$ cat config.mk
export PLATFORM = sky130hd
export DESIGN_NAME = ultrasonic_echo_ranger_unit
export DESIGN_NICKNAME = d
export VERILOG_FILES = /design/src/hdl/uer_pkg.sv /design/src/hdl/uer_datapath.sv /design/src/hdl/uer_controller.sv /design/src/hdl/ultrasonic_echo_ranger_unit.sv
export SDC_FILE = /design/constraint.sdc
export NUM_CORES = 1
export LEC_CHECK = 0
export ABC_AREA = 0
export ABC_CLOCK_PERIOD_IN_PS = 16720
export BUFFER_PORTS_ARGS = -buffer_cell sky130_fd_sc_hd__buf_2
export CORE_UTILIZATION = 30
export CTS_CLUSTER_DIAMETER = 100
export DETAILED_ROUTE_END_ITERATION = 16
export GPL_ROUTABILITY_DRIVEN = 0
export GPL_TIMING_DRIVEN = 1
export HOLD_SLACK_MARGIN = 0.03
export PLACE_DENSITY = 0.47
export SETUP_SLACK_MARGIN = 0.2
export SYNTH_ARGS = -nofsm -noshare
export SYNTH_HDL_FRONTEND = slang
export SYNTH_SLANG_ARGS = --single-unit
$ cat constraint.sdc
create_clock -name clock -period 16.72 [get_ports clock]
set_input_delay 3.344 -clock clock [delete_from_list [all_inputs] [get_ports clock]]
set_output_delay 3.344 -clock clock [all_outputs]
set_load 0.05 [all_outputs]
$ cat src/hdl/uer_pkg.sv
`timescale 1ns / 1ps
// Shared types and constants for the ultrasonic echo ranger.
// No dependencies; imported by the controller, datapath and top level.
package uer_pkg;

   localparam int CSR_INDEX_W = 3;
   localparam int CSR_DATA_W  = 16;
   localparam int DIST_W      = 25;
   localparam int SUM_W       = 17;
   localparam int PROD_W      = 33;
   localparam int DIV_STEPS   = DIST_W;
   localparam int DIV_CNT_W   = $clog2(DIV_STEPS);

   // Register reset values
   localparam logic [9:0]  TRIG_TICKS_RST     = 10'd10;
   localparam logic [7:0]  PRE_LOW_TICKS_RST  = 8'd2;
   localparam logic [15:0] WAIT_TIMEOUT_RST   = 16'd50000;
   localparam logic [14:0] MAX_PULSE_RST      = 15'd30000;
   localparam logic [7:0]  UNIT_TICKS_RST     = 8'd10;
   localparam logic [15:0] GAP_TICKS_RST      = 16'd10000;
   localparam logic [1:0]  ATTEMPT_COUNT_RST  = 2'd3;
   localparam logic [15:0] DISTANCE_SCALE_RST = 16'd4425;

   typedef enum logic [CSR_INDEX_W-1:0] {
      CSR_TRIG_TICKS     = 3'd0,
      CSR_PRE_LOW_TICKS  = 3'd1,
      CSR_WAIT_TIMEOUT   = 3'd2,
      CSR_MAX_PULSE      = 3'd3,
      CSR_UNIT_TICKS     = 3'd4,
      CSR_GAP_TICKS      = 3'd5,
      CSR_ATTEMPT_COUNT  = 3'd6,
      CSR_DISTANCE_SCALE = 3'd7
   } csr_index_type;

   typedef enum logic [2:0] {
      PH_IDLE = 3'd0,
      PH_PRE  = 3'd1,
      PH_HIGH = 3'd2,
      PH_WAIT = 3'd3,
      PH_MEAS = 3'd4,
      PH_GAP  = 3'd5
   } phase_type;

   typedef enum logic [1:0] {
      ST_RUN = 2'd0,
      ST_MUL = 2'd1,
      ST_DIV = 2'd2,
      ST_OUT = 2'd3
   } ctl_state_type;

   typedef enum logic [1:0] {
      TICK_HOLD  = 2'd0,
      TICK_INC   = 2'd1,
      TICK_CLEAR = 2'd2
   } tick_op_type;

   typedef struct packed {
      logic kind;
      logic echo;
   } req_item_type;

   typedef struct packed {
      logic              trigger;
      logic              busy_res;
      logic              done_res;
      logic [DIST_W-1:0] distance_q8;
      logic [1:0]        valid_attempts;
   } rsp_item_type;

   typedef struct packed {
      logic        seq_clear;
      tick_op_type tick_op;
      logic        pulse_clear;
      logic        pulse_inc;
      logic        accumulate;
      logic        attempt_inc;
      logic        mul_load;
      logic        div_step;
      logic        out_load;
      logic        out_trig;
      logic        out_busy;
      logic        out_done;
   } dp_cmd_type;

   typedef struct packed {
      logic pre_done;
      logic high_done;
      logic wait_done;
      logic gap_done;
      logic unit_done;
      logic tick_zero;
      logic pulse_sat;
      logic last_attempt;
      logic limit_zero;
      logic div_last;
   } dp_status_type;

endpackage

$ cat src/hdl/uer_datapath.sv
`timescale 1ns / 1ps
// Datapath: registers, tick/unit counters, pulse sum, multiplier and
// bit-serial divider, result register. Uses uer_pkg.
module uer_datapath (
   input  logic                              clock,
   input  logic                              reset,
   input  logic                              csr_wr_en,
   input  logic [uer_pkg::CSR_INDEX_W-1:0]   csr_index,
   input  logic [uer_pkg::CSR_DATA_W-1:0]    csr_wdata,
   input  uer_pkg::dp_cmd_type               cmd,
   output uer_pkg::dp_status_type            st,
   output uer_pkg::rsp_item_type             rsp_data
);
   import uer_pkg::*;

   logic [9:0]  trig_ticks_ff;
   logic [7:0]  pre_low_ticks_ff;
   logic [15:0] wait_timeout_ff;
   logic [14:0] max_pulse_ff;
   logic [7:0]  unit_ticks_ff;
   logic [15:0] gap_ticks_ff;
   logic [1:0]  attempt_count_ff;
   logic [15:0] distance_scale_ff;

   logic [15:0]      tick_count_ff;
   logic [14:0]      pulse_units_ff;
   logic [1:0]       attempt_ff;
   logic [1:0]       valid_total_ff;
   logic [SUM_W-1:0] pulse_sum_ff;

   logic [DIST_W-1:0]    quo_ff;
   logic [1:0]           rem_ff;
   logic [DIV_CNT_W-1:0] div_cnt_ff;
   rsp_item_type         rsp_ff;

   logic [15:0]       tick_inc;
   logic [1:0]        attempt_inc;
   logic [PROD_W-1:0] prod;
   logic [2:0]        rem_shift;
   logic [2:0]        divisor;
   logic              div_fit;
   logic [2:0]        rem_diff;

   assign tick_inc    = tick_count_ff + 16'd1;
   assign attempt_inc = attempt_ff + 2'd1;
   assign prod        = PROD_W'(pulse_sum_ff) * PROD_W'(distance_scale_ff);
   assign rem_shift   = {rem_ff, quo_ff[DIST_W-1]};
   assign divisor     = {1'b0, valid_total_ff};
   assign div_fit     = rem_shift >= divisor;
   assign rem_diff    = rem_shift - divisor;

   always_comb begin
      st.pre_done     = tick_inc >= {8'd0, pre_low_ticks_ff};
      st.high_done    = tick_inc >= {6'd0, trig_ticks_ff};
      st.wait_done    = tick_inc >= wait_timeout_ff;
      st.gap_done     = tick_inc >= gap_ticks_ff;
      st.unit_done    = tick_inc >= {8'd0, unit_ticks_ff};
      st.tick_zero    = tick_count_ff == 16'd0;
      st.pulse_sat    = pulse_units_ff >= max_pulse_ff;
      // attempt_count cannot exceed three attempts, so it is the limit as is
      st.last_attempt = attempt_inc >= attempt_count_ff;
      st.limit_zero   = attempt_count_ff == 2'd0;
      st.div_last     = div_cnt_ff == DIV_CNT_W'(DIV_STEPS - 1);
   end

   always_ff @(posedge clock) begin
      if (reset) begin
         trig_ticks_ff     <= TRIG_TICKS_RST;
         pre_low_ticks_ff  <= PRE_LOW_TICKS_RST;
         wait_timeout_ff   <= WAIT_TIMEOUT_RST;
         max_pulse_ff      <= MAX_PULSE_RST;
         unit_ticks_ff     <= UNIT_TICKS_RST;
         gap_ticks_ff      <= GAP_TICKS_RST;
         attempt_count_ff  <= ATTEMPT_COUNT_RST;
         distance_scale_ff <= DISTANCE_SCALE_RST;
      end else if (csr_wr_en) begin
         unique case (csr_index_type'(csr_index))
            CSR_TRIG_TICKS:     trig_ticks_ff     <= csr_wdata[9:0];
            CSR_PRE_LOW_TICKS:  pre_low_ticks_ff  <= csr_wdata[7:0];
            CSR_WAIT_TIMEOUT:   wait_timeout_ff   <= csr_wdata;
            CSR_MAX_PULSE:      max_pulse_ff      <= csr_wdata[14:0];
            CSR_UNIT_TICKS:     unit_ticks_ff     <= csr_wdata[7:0];
            CSR_GAP_TICKS:      gap_ticks_ff      <= csr_wdata;
            CSR_ATTEMPT_COUNT:  attempt_count_ff  <= csr_wdata[1:0];
            CSR_DISTANCE_SCALE: distance_scale_ff <= csr_wdata;
            default: ;
         endcase
      end
   end

   // Measurement sequence state
   always_ff @(posedge clock) begin
      if (reset || cmd.seq_clear) begin
         tick_count_ff  <= '0;
         pulse_units_ff <= '0;
         attempt_ff     <= '0;
         valid_total_ff <= '0;
         pulse_sum_ff   <= '0;
      end else begin
         unique case (cmd.tick_op)
            TICK_INC:   tick_count_ff <= tick_inc;
            TICK_CLEAR: tick_count_ff <= '0;
            default:    tick_count_ff <= tick_count_ff;
         endcase
         if (cmd.pulse_clear) begin
            pulse_units_ff <= '0;
         end else if (cmd.pulse_inc) begin
            pulse_units_ff <= pulse_units_ff + 15'd1;
         end
         if (cmd.attempt_inc) begin
            attempt_ff <= attempt_inc;
         end
         if (cmd.accumulate) begin
            pulse_sum_ff   <= pulse_sum_ff + {2'd0, pulse_units_ff};
            valid_total_ff <= valid_total_ff + 2'd1;
         end
      end
   end

   // Scaled sum, then restoring division by the valid count, one bit a cycle
   always_ff @(posedge clock) begin
      if (cmd.mul_load) begin
         quo_ff     <= prod[PROD_W-1:8];
         rem_ff     <= '0;
         div_cnt_ff <= '0;
      end else if (cmd.div_step) begin
         quo_ff     <= {quo_ff[DIST_W-2:0], div_fit};
         rem_ff     <= div_fit ? rem_diff[1:0] : rem_shift[1:0];
         div_cnt_ff <= div_cnt_ff + DIV_CNT_W'(1);
      end
   end

   always_ff @(posedge clock) begin
      if (cmd.out_load) begin
         rsp_ff.trigger  <= cmd.out_trig;
         rsp_ff.busy_res <= cmd.out_busy;
         rsp_ff.done_res <= cmd.out_done;
         if (cmd.out_done && valid_total_ff != 2'd0) begin
            rsp_ff.distance_q8 <= quo_ff;
         end else begin
            rsp_ff.distance_q8 <= '0;
         end
         rsp_ff.valid_attempts <= cmd.out_done ? valid_total_ff : 2'd0;
      end
   end

   assign rsp_data = rsp_ff;

endmodule

$ cat src/hdl/uer_controller.sv
`timescale 1ns / 1ps
// Controller: measurement phase machine, result compute sequencing and
// both channel handshakes. Uses uer_pkg.
module uer_controller (
   input  logic                    clock,
   input  logic                    reset,
   input  logic                    req_valid,
   output logic                    req_stall,
   input  uer_pkg::req_item_type   req_data,
   output logic                    rsp_valid,
   input  logic                    rsp_stall,
   input  uer_pkg::dp_status_type  st,
   output uer_pkg::dp_cmd_type     cmd
);
   import uer_pkg::*;

   phase_type     phase_ff, phase_in;
   ctl_state_type ctl_ff, ctl_in;
   logic          rsp_valid_ff, rsp_valid_in;

   logic accept;
   logic next_att;
   logic done_now;
   logic meas_end;
   logic out_free;

   assign out_free  = !rsp_valid_ff || !rsp_stall;
   assign req_stall = (ctl_ff != ST_RUN) || (rsp_valid_ff && rsp_stall);
   assign accept    = req_valid && !req_stall;
   assign meas_end  = st.tick_zero && (!req_data.echo || st.pulse_sat);

   always_comb begin
      next_att = 1'b0;
      unique case (phase_ff)
         PH_WAIT: next_att = !req_data.echo && st.wait_done;
         PH_GAP:  next_att = st.gap_done;
         default: next_att = 1'b0;
      endcase
      if (req_data.kind) begin
         done_now = (phase_ff == PH_IDLE) && st.limit_zero;
      end else begin
         done_now = next_att && st.last_attempt;
      end
   end

   // Next state
   always_comb begin
      phase_in = phase_ff;
      ctl_in   = ctl_ff;
      unique case (ctl_ff)
         ST_RUN:  if (accept && done_now) ctl_in = ST_MUL;
         ST_MUL:  ctl_in = ST_DIV;
         ST_DIV:  if (st.div_last) ctl_in = ST_OUT;
         // hold the finished item until the result register is free
         ST_OUT:  if (out_free) ctl_in = ST_RUN;
         default: ctl_in = ST_RUN;
      endcase
      if (accept) begin
         if (req_data.kind) begin
            if (phase_ff == PH_IDLE && !st.limit_zero) phase_in = PH_PRE;
         end else begin
            unique case (phase_ff)
               PH_IDLE: phase_in = PH_IDLE;
               PH_PRE:  if (st.pre_done) phase_in = PH_HIGH;
               PH_HIGH: if (st.high_done) phase_in = PH_WAIT;
               PH_WAIT: begin
                  if (req_data.echo) begin
                     phase_in = PH_MEAS;
                  end else if (st.wait_done) begin
                     phase_in = st.last_attempt ? PH_IDLE : PH_PRE;
                  end
               end
               PH_MEAS: if (meas_end) phase_in = PH_GAP;
               PH_GAP: begin
                  if (st.gap_done) phase_in = st.last_attempt ? PH_IDLE : PH_PRE;
               end
               default: phase_in = PH_IDLE;
            endcase
         end
      end
      if (cmd.out_load) begin
         rsp_valid_in = 1'b1;
      end else if (!rsp_stall) begin
         rsp_valid_in = 1'b0;
      end else begin
         rsp_valid_in = rsp_valid_ff;
      end
   end

   // Datapath commands
   always_comb begin
      cmd         = '0;
      cmd.tick_op = TICK_HOLD;
      unique case (ctl_ff)
         ST_MUL: cmd.mul_load = 1'b1;
         ST_DIV: cmd.div_step = 1'b1;
         ST_OUT: begin
            if (out_free) begin
               cmd.out_load = 1'b1;
               cmd.out_done = 1'b1;
            end
         end
         default: begin
            // done items wait for the divider; all others answer at once
            if (accept && !done_now) begin
               cmd.out_load = 1'b1;
               cmd.out_trig = !req_data.kind && (phase_ff == PH_HIGH);
               cmd.out_busy = phase_in != PH_IDLE;
            end
         end
      endcase
      if (accept) begin
         if (req_data.kind) begin
            cmd.seq_clear = phase_ff == PH_IDLE;
         end else begin
            unique case (phase_ff)
               PH_PRE:  cmd.tick_op = st.pre_done ? TICK_CLEAR : TICK_INC;
               PH_HIGH: cmd.tick_op = st.high_done ? TICK_CLEAR : TICK_INC;
               PH_WAIT: begin
                  if (req_data.echo) begin
                     cmd.tick_op     = TICK_CLEAR;
                     cmd.pulse_clear = 1'b1;
                  end else if (st.wait_done) begin
                     cmd.tick_op     = TICK_CLEAR;
                     cmd.pulse_clear = 1'b1;
                     cmd.attempt_inc = 1'b1;
                  end else begin
                     cmd.tick_op = TICK_INC;
                  end
               end
               PH_MEAS: begin
                  if (meas_end) begin
                     cmd.accumulate = 1'b1;
                     cmd.tick_op    = TICK_CLEAR;
                  end else begin
                     cmd.pulse_inc = st.tick_zero;
                     cmd.tick_op   = st.unit_done ? TICK_CLEAR : TICK_INC;
                  end
               end
               PH_GAP: begin
                  if (st.gap_done) begin
                     cmd.tick_op     = TICK_CLEAR;
                     cmd.pulse_clear = 1'b1;
                     cmd.attempt_inc = 1'b1;
                  end else begin
                     cmd.tick_op = TICK_INC;
                  end
               end
               default: cmd.tick_op = TICK_HOLD;
            endcase
         end
      end
   end

   always_ff @(posedge clock) begin
      if (reset) begin
         phase_ff     <= PH_IDLE;
         ctl_ff       <= ST_RUN;
         rsp_valid_ff <= 1'b0;
      end else begin
         phase_ff     <= phase_in;
         ctl_ff       <= ctl_in;
         rsp_valid_ff <= rsp_valid_in;
      end
   end

   assign rsp_valid = rsp_valid_ff;

endmodule

$ cat src/hdl/ultrasonic_echo_ranger_unit.sv
`timescale 1ns / 1ps
// Ultrasonic echo ranger top level. Each req item is one timebase tick or a start.
// An item that does not end a sequence is answered from the result register; the item
// that ends it passes a multiply step, 25 divider steps and a load step first.
// Throughput: one item per cycle while the result side does not stall, except behind a finishing item (divider bound).
// Reset (synchronous, active high) clears the sequence state, restores register defaults.
module ultrasonic_echo_ranger_unit (
   input  logic                             clock,
   input  logic                             reset,
   input  logic                             req_valid,
   output logic                             req_stall,
   input  uer_pkg::req_item_type            req_data,
   output logic                             rsp_valid,
   input  logic                             rsp_stall,
   output uer_pkg::rsp_item_type            rsp_data,
   input  logic                             csr_wr_en,
   input  logic [uer_pkg::CSR_INDEX_W-1:0]  csr_index,
   input  logic [uer_pkg::CSR_DATA_W-1:0]   csr_wdata
);
   import uer_pkg::*;

   dp_cmd_type    cmd;
   dp_status_type st;

   uer_controller u_ctl (
      .clock     (clock),
      .reset     (reset),
      .req_valid (req_valid),
      .req_stall (req_stall),
      .req_data  (req_data),
      .rsp_valid (rsp_valid),
      .rsp_stall (rsp_stall),
      .st        (st),
      .cmd       (cmd)
   );

   uer_datapath u_dp (
      .clock     (clock),
      .reset     (reset),
      .csr_wr_en (csr_wr_en),
      .csr_index (csr_index),
      .csr_wdata (csr_wdata),
      .cmd       (cmd),
      .st        (st),
      .rsp_data  (rsp_data)
   );

`ifndef SYNTHESIS
   // a finished sequence is never reported as still running
   assert property (@(posedge clock) disable iff (reset)
      rsp_valid && rsp_data.done_res |-> !rsp_data.busy_res && !rsp_data.trigger)
      else $error("done item reports busy or trigger");

   assert property (@(posedge clock) disable iff (reset)
      rsp_valid && !rsp_data.done_res |->
         rsp_data.distance_q8 == '0 && rsp_data.valid_attempts == 2'd0)
      else $error("result fields set on an item that is not done");

   assert property (@(posedge clock) disable iff (reset)
      rsp_valid && rsp_data.done_res && rsp_data.valid_attempts == 2'd0 |->
         rsp_data.distance_q8 == '0)
      else $error("distance reported with no valid attempt");

   // while the divider runs no item may enter
   assert property (@(posedge clock) disable iff (reset)
      cmd.mul_load || cmd.div_step |-> req_stall && !cmd.seq_clear)
      else $error("item accepted during result computation");
`endif

endmodule

==> results.toml, run 1 <==
[run_status]
status = "complete, no violations"

[floorplanning]
die_area_um2 = 66700
core.rowCount = 93
die_h_um = 258
die_w_um = 258
initial_utilization_pct = 30.5
ioPinCount = 58
core_area_um2 = 64700

[global_route]
grt_pass1_vias = 15300
grt_overflow_total = 0
grt_max_degree = 61
grt_pass1_wl_um = 84200
grtUsageTotal_pct = 16.0
antenna_found_initial = 1

[clock_tree]
cts.repair.resized = 0
cts_setup_buffers = 0
root_buffer = "clkbuf_16"
clk_latency_ns = 0.61
holdBufCountCts = 0
cts.path.max_buffers = 3
path_clk_slew_ns = 0.06
cts_sinks = 211
numCtsBuffers = 28
cts_tree = "done"
htree_num_levels = 1

[yosys]
yosys.cell_count.top_type = "nand2_1"
synth_nets = 2680
synth_area_um2 = 19700
synth_common_cells = "nand2_1 (352), inv_1 (342), fa_1 (208)"
synthTopCellsByArea = "fa_1 (21%), dfxtp_1 (16%), ha_1 (13%)"
yosys_register_bits = 211
yosysUniqueCellTypes = 66
synth_edf_count = 55
syn_avg_cell_area_um2 = 8.80
synthCells = 2240
synth_top_cell_by_area = "fa_1"
yosysWarnings = 0
yosysTopAreaCellShare_pct = 21.1
async_flop_share_pct = 0
ys_seq_area_share_pct = 24.2
ys.flop_type = "dfxtp_1"

[cells_and_area]
synthToLayoutAreaGrowth_pct = 10.7
drive_gt1_share_pct = 6.93
nNetsFinal = 2699
antennaDiodeCount = 0

[setup_path]
cp.required_ns = 17.02
critPathMaxStageDelay_ns = 0.84
critPathKind = "flop to flop"
crit_slowest_cell = "dfxtp_1"
crit_chain = "nand2_1 -> fa_1 -> inv_1 -> fa_1 -> inv_1 -> fa_1 -> inv_1 -> fa_1 -> fa_1 -> inv_1 -> fa_1 -> inv_1 -> ha_1 -> a21o_1 -> a21oi_1 -> o21ai_0 -> o211ai_1 -> a21boi_0 -> o22ai_1 -> o21bai_1 -> a211o_1 -> a211oi_1 -> o31ai_1"
rr_worst_depth = 23
cp_max_fo = 18
arrival_ns = 7.60
crit_top_cell = "fa_1"
worst_setup_path_end_kind = "flop"
worstSetupStartpointType = "flop"

[route]
drt_iter0_drc = 665
first_pass_iters = 5
antenna_left = 0
route.detailed.drc = 0
detail_route.wl_per_cell_um = 16.8
drt_wl_total_um = 52700
routed_via_density = 4.74
num_vias = 14800

[timing]
slew_viol_final = 0
setup_viol = 0
fin_skew_ns = 0.0492
rsz0062_at_grt = "false"
fmax_mhz = 137
hold_viol_final = 0
period_share_pct = 43.7
setup_tns_ns = 0
tightest_slew_ns = 1.17
min_period_ns = 7.31
relSlewSlack_pct = 21.8

[placement]
port_buffers = 57
dp_hpwl_um = 40300

[min_path]
holdPathStages = 2
hold_path_class = "flop to flop"

[power]
max-vdd-ir-drop_mv = 0.0655
p_leak_nw = 10.3
power_density_nw_per_um2 = 57.4
p_total_mw = 1.25

[job]
maxCapViolCount = 0
-- critical path: cells and delay by family, from the launching register on --
kind	cells	cell delay [ns]
fa+ha+maj	7	3.48
compound gates	10	2.23
flops	1	0.84
buf+inv	5	0.25
simple gates	1	0.17
-- placed cells by master, fill, tap and decap left out, types with 7 or more instances in the layout --
| cell | instances |
|---|---|
| a31oi_1 | 10 |
| nand3_1 | 33 |
| a211o_1 | 16 |
| nor2_1 | 129 |
| buf_4 | 19 |
| o21ai_0 | 35 |
| ha_1 | 206 |
| buf_2 | 57 |
| mux2i_1 | 11 |
| and3_1 | 12 |
| o211ai_1 | 7 |
| nand2_1 | 352 |
| nand3b_1 | 12 |
| nand4_1 | 12 |
| o21a_1 | 9 |
| nand2b_1 | 18 |
| clkbuf_16 | 28 |
| xnor2_1 | 37 |
| or3_1 | 10 |
| edfxtp_1 | 55 |
| inv_1 | 342 |
| a21oi_1 | 126 |
| nor3_1 | 18 |
| xor2_1 | 29 |
| and2_1 | 150 |
| a21o_1 | 34 |
| a211oi_1 | 8 |
| dfxtp_1 | 156 |
| fa_1 | 208 |
| a22oi_1 | 16 |
| nor2b_1 | 16 |
| mux2_2 | 19 |
-- layout make-up --
cell class | count | area [um^2]
multi-input cells | 1599 | 13300
clock inverters | 19 | 213
flip-flops and latches | 211 | 4770
clock buffers | 32 | 726
well taps | 855 | 1070
inverters | 343 | 1290
fillers | 6775 | 42900
repair buffers | 76 | 428
-- power by group --
group / switching (mW) / internal, mW
logic: 0.0597 / 0.0243
clock network: 0.261 / 0.360
registers: 0.0118 / 0.534
total: 0.332 / 0.919
-- per-stage QoR --
| step | cells | hold WS, ns | setup WS (ns) | cell area (um^2) | utilization (%) |
|---|---|---|---|---|---|
| finish | 3135 | 0.454 | 9.41 | 21800 | 33.7 |
| global placement | 3084 | 0.442 | 9.49 | 20900 | 32.3 |
| global route | 3135 | 0.473 | 9.01 | 21800 | 33.7 |
| floorplan | 2240 | 0.436 | 9.54 | 19700 | - |
| detailed placement | 3084 | 0.447 | 9.39 | 20900 | 32.3 |
| CTS | 3135 | 0.456 | 9.40 | 21800 | 33.7 |
-- kinds of logic after synthesis --
logic type                 Yosys count  share of synthesized area (%)
xor gates and xnor gates            66                           2.93
and+or+nand+nor                    789                           19.0
buffers and inverters              430                           8.22
muxes                               30                           1.64
DFF                                211                           24.2
adders and majority gates          414                           34.2
AOI/OAI and AO/OA                  300                           9.72
-- registers in the layout, summed over array words and instances (netlist names), 10 cells and up --
| register | cells |
|---|---|
| u_dp.pulse_sum_ff | 17 |
| u_dp.rsp_data | 30 |
| u_dp.wait_timeout_ff | 16 |
| u_dp.tick_count_ff | 16 |
| u_dp.quo_ff | 25 |
| u_dp.pulse_units_ff | 15 |
| u_dp.gap_ticks_ff | 16 |
| u_dp.max_pulse_ff | 15 |
| u_dp.trig_ticks_ff | 10 |
| u_dp.distance_scale_ff | 16 |
-- path summary, 6_finish.rpt --
| kind | start | to | slack (ns) |
|---|---|---|---|
| setup / recovery | u_dp.distance_scale_ff[9] | u_dp.quo_ff[21] | 9.41 |
| hold / removal | u_dp.max_pulse_ff[7] | u_dp.max_pulse_ff[7] | 0.45 |
| setup reg to reg | u_dp.distance_scale_ff[9] | u_dp.quo_ff[21] | 9.41 |
| hold reg to reg | u_dp.max_pulse_ff[7] | u_dp.max_pulse_ff[7] | 0.45 |
-- routing by layer --
metal  track usage (%)  vias to the layer above  share of wire, %
met5                 0                        -             0.023
met2              27.8                      261                48
met4              3.73                        2               2.2
li1                  -                     7257                 -
met3              1.73                       66               3.4
met1              21.3                     7263                46
Power figures use the tool's default switching activity.
==> run 2, diff against run 1 <==
ABC_CLOCK_PERIOD_IN_PS = 7000   (was 16720)
clock period = 7 ns   (was 16.72 ns; I/O delays follow)
==> run 2 against run 1 <==
  * Wire length down 0.29%
  * Largest cell class unchanged
  * Core utilization increased by 0.37 points
  * Setup slack lost 8.9 ns
  * Critical path type unchanged
  * Flip-flop and latch count did not move
==> results.toml, run 2 (synthesized netlist as in run 1, its figures left out) <==
[placement]
dpl.cell_count = 3120
port_buffers = 57
dp_hpwl_um = 41600
placed_area_um2 = 21100

[floorplanning]
core_area_um2 = 64700
die_h_um = 258
die_w_um = 258
core.rowCount = 93
die_area_um2 = 66700
ioPinCount = 58
initial_utilization_pct = 30.5

[setup_path]
cp.buffers_inverters = 4
cp.required_ns = 7.31
critPathKind = "flop to flop"
path_delay_family = "adder cells"
arrival_ns = 6.82
critPathMaxStageDelay_ns = 0.64
crit_top_cell = "fa_1"
crit_chain = "buf_4 -> nand2_1 -> fa_1 -> inv_1 -> fa_1 -> fa_1 -> fa_1 -> fa_1 -> inv_1 -> fa_1 -> inv_1 -> ha_1 -> a21o_1 -> a221o_1 -> o22ai_2 -> o21bai_1 -> a211o_1 -> xor2_1 -> mux2_2"
worst_setup_path_end_kind = "flop"
cp_max_fo = 10
worstSetupStartpointType = "flop"
crit_slowest_cell = "dfxtp_1"

[route]
drt_wl_total_um = 52500
drt_iter0_drc = 709
num_vias = 15000
route.detailed.drc = 0
routed_via_density = 4.73
first_pass_iters = 5
detail_route.wl_per_cell_um = 16.6
antenna_left = 0

[global_route]
antenna_found_initial = 0
grtUsageTotal_pct = 15.9
grt_pass1_wl_um = 84400
grt_pass1_vias = 15600
grt_overflow_total = 0
grt_max_degree = 89

[timing]
setup_tns_ns = 0
slew_viol_final = 0
fmax_mhz = 154
relSlewSlack_pct = 30.7
setup_viol = 0
hold_viol_final = 0
min_period_ns = 6.51
fin_skew_ns = 0.0393
tightest_slew_ns = 1.04
period_share_pct = 93.1
rsz0062_at_grt = "false"

[job]
maxCapViolCount = 0

[clock_tree]
htree_num_levels = 1
holdBufCountCts = 0
cts_setup_buffers = 0
cts_tree = "done"
cts_sinks = 211
root_buffer = "clkbuf_16"
cts.path.max_buffers = 3
clk_latency_ns = 0.59
path_clk_slew_ns = 0.06
numCtsBuffers = 26

[cells_and_area]
antennaDiodeCount = 0
final_area_um2 = 22100
nNetsFinal = 2733
final_common_cell = "nand2_1"
final_util_pct = 34.1
synthToLayoutAreaGrowth_pct = 11.9
final_cell_mix = "nand2_1 (352), inv_1 (342), fa_1 (208)"
drive_gt1_share_pct = 8.91
fin_cells = 3166
largest_reg_flops = 30

[power]
p_switching_mw = 0.752
p_leak_nw = 10.5
combPwrFrac_pct = 7.2
max-vdd-ir-drop_mv = 0.157
netSwitchingFraction_pct = 25.9
p_total_mw = 2.90
p_int_mw = 2.15
p_seq_share_pct = 44.9
clock_power_share_pct = 47.9
power_density_nw_per_um2 = 131

[run_status]
status = "complete, no violations"

[min_path]
hold_path_class = "flop to flop"
[run 2: cell types whose count changed in the layout (fill, tap and decap cells not counted), sizes merged]
cell	delta
inv	-2
clkinvlp	-3
clkinv	-6
bufinv	-2
buf	+36
clkbuf	+8
[run 2: final timing paths]
path / startpoint / end / slack (ns) / cells after the start
worst max register to register: u_dp.pulse_sum_ff[10] / u_dp.quo_ff[20] / 0.49 / 19
worst max-delay path: u_dp.pulse_sum_ff[10] / u_dp.quo_ff[20] / 0.49 / 19
worst min register to register: u_dp.unit_ticks_ff[7] / u_dp.unit_ticks_ff[7] / 0.45 / 2
worst min-delay path: u_dp.unit_ticks_ff[7] / u_dp.unit_ticks_ff[7] / 0.45 / 2
[run 2: metal layers]
layer / share of wire, % / vias up / GRT usage [%]
li1: - / 7299 / -
met1: 46 / 7415 / 20.8
met2: 49 / 212 / 27.9
met3: 3.1 / 63 / 1.83
met4: 2.0 / 0 / 3.60
met5: 0 / - / 0
[run 2: area by class of cell]
| class | instances | area [um^2] |
|---|---|---|
| clock buffer | 40 | 787 |
| clock inverter | 6 | 85.1 |
| fill | 6804 | 42600 |
| inverter | 343 | 1290 |
| multi-input combinational | 1599 | 13300 |
| sequential | 211 | 4790 |
| tap | 855 | 1070 |
| timing repair buffer | 112 | 698 |
[run 2: per-stage QoR]
step,hold WS (ns),worst slack (ns)
6_report,0.451,0.486
5_1_grt,0.469,0.213
4_1_cts,0.454,0.205
3_5_place_dp,0.446,-0.0743
3_3_place_gp,0.442,-0.0302
2_1_floorplan,0.436,0.598
[run 2: power by group through the flow]
stage | clock, mW | combinational (mW) | sequential, mW
final | 1.39 | 0.209 | 1.30
after global routing | 1.48 | 0.229 | 1.30
after CTS | 1.43 | 0.211 | 1.30
after detailed placement | 0 | 0.211 | 1.33
after global placement | 0 | 0.207 | 1.33
after floorplan | 0 | 0.106 | 1.35
[run 2: timing repair]
action | 4_1_cts | 5_1_grt
gates resized for setup | 3 | 16
pin swaps | 0 | 1
setup endpoints to repair | 8 | 10
[run 2: worst min-delay path: stages, from the launching register on]
cell,delay [ns]
dfxtp_1,0.31
nand2_1,0.05
a21oi_1,0.05
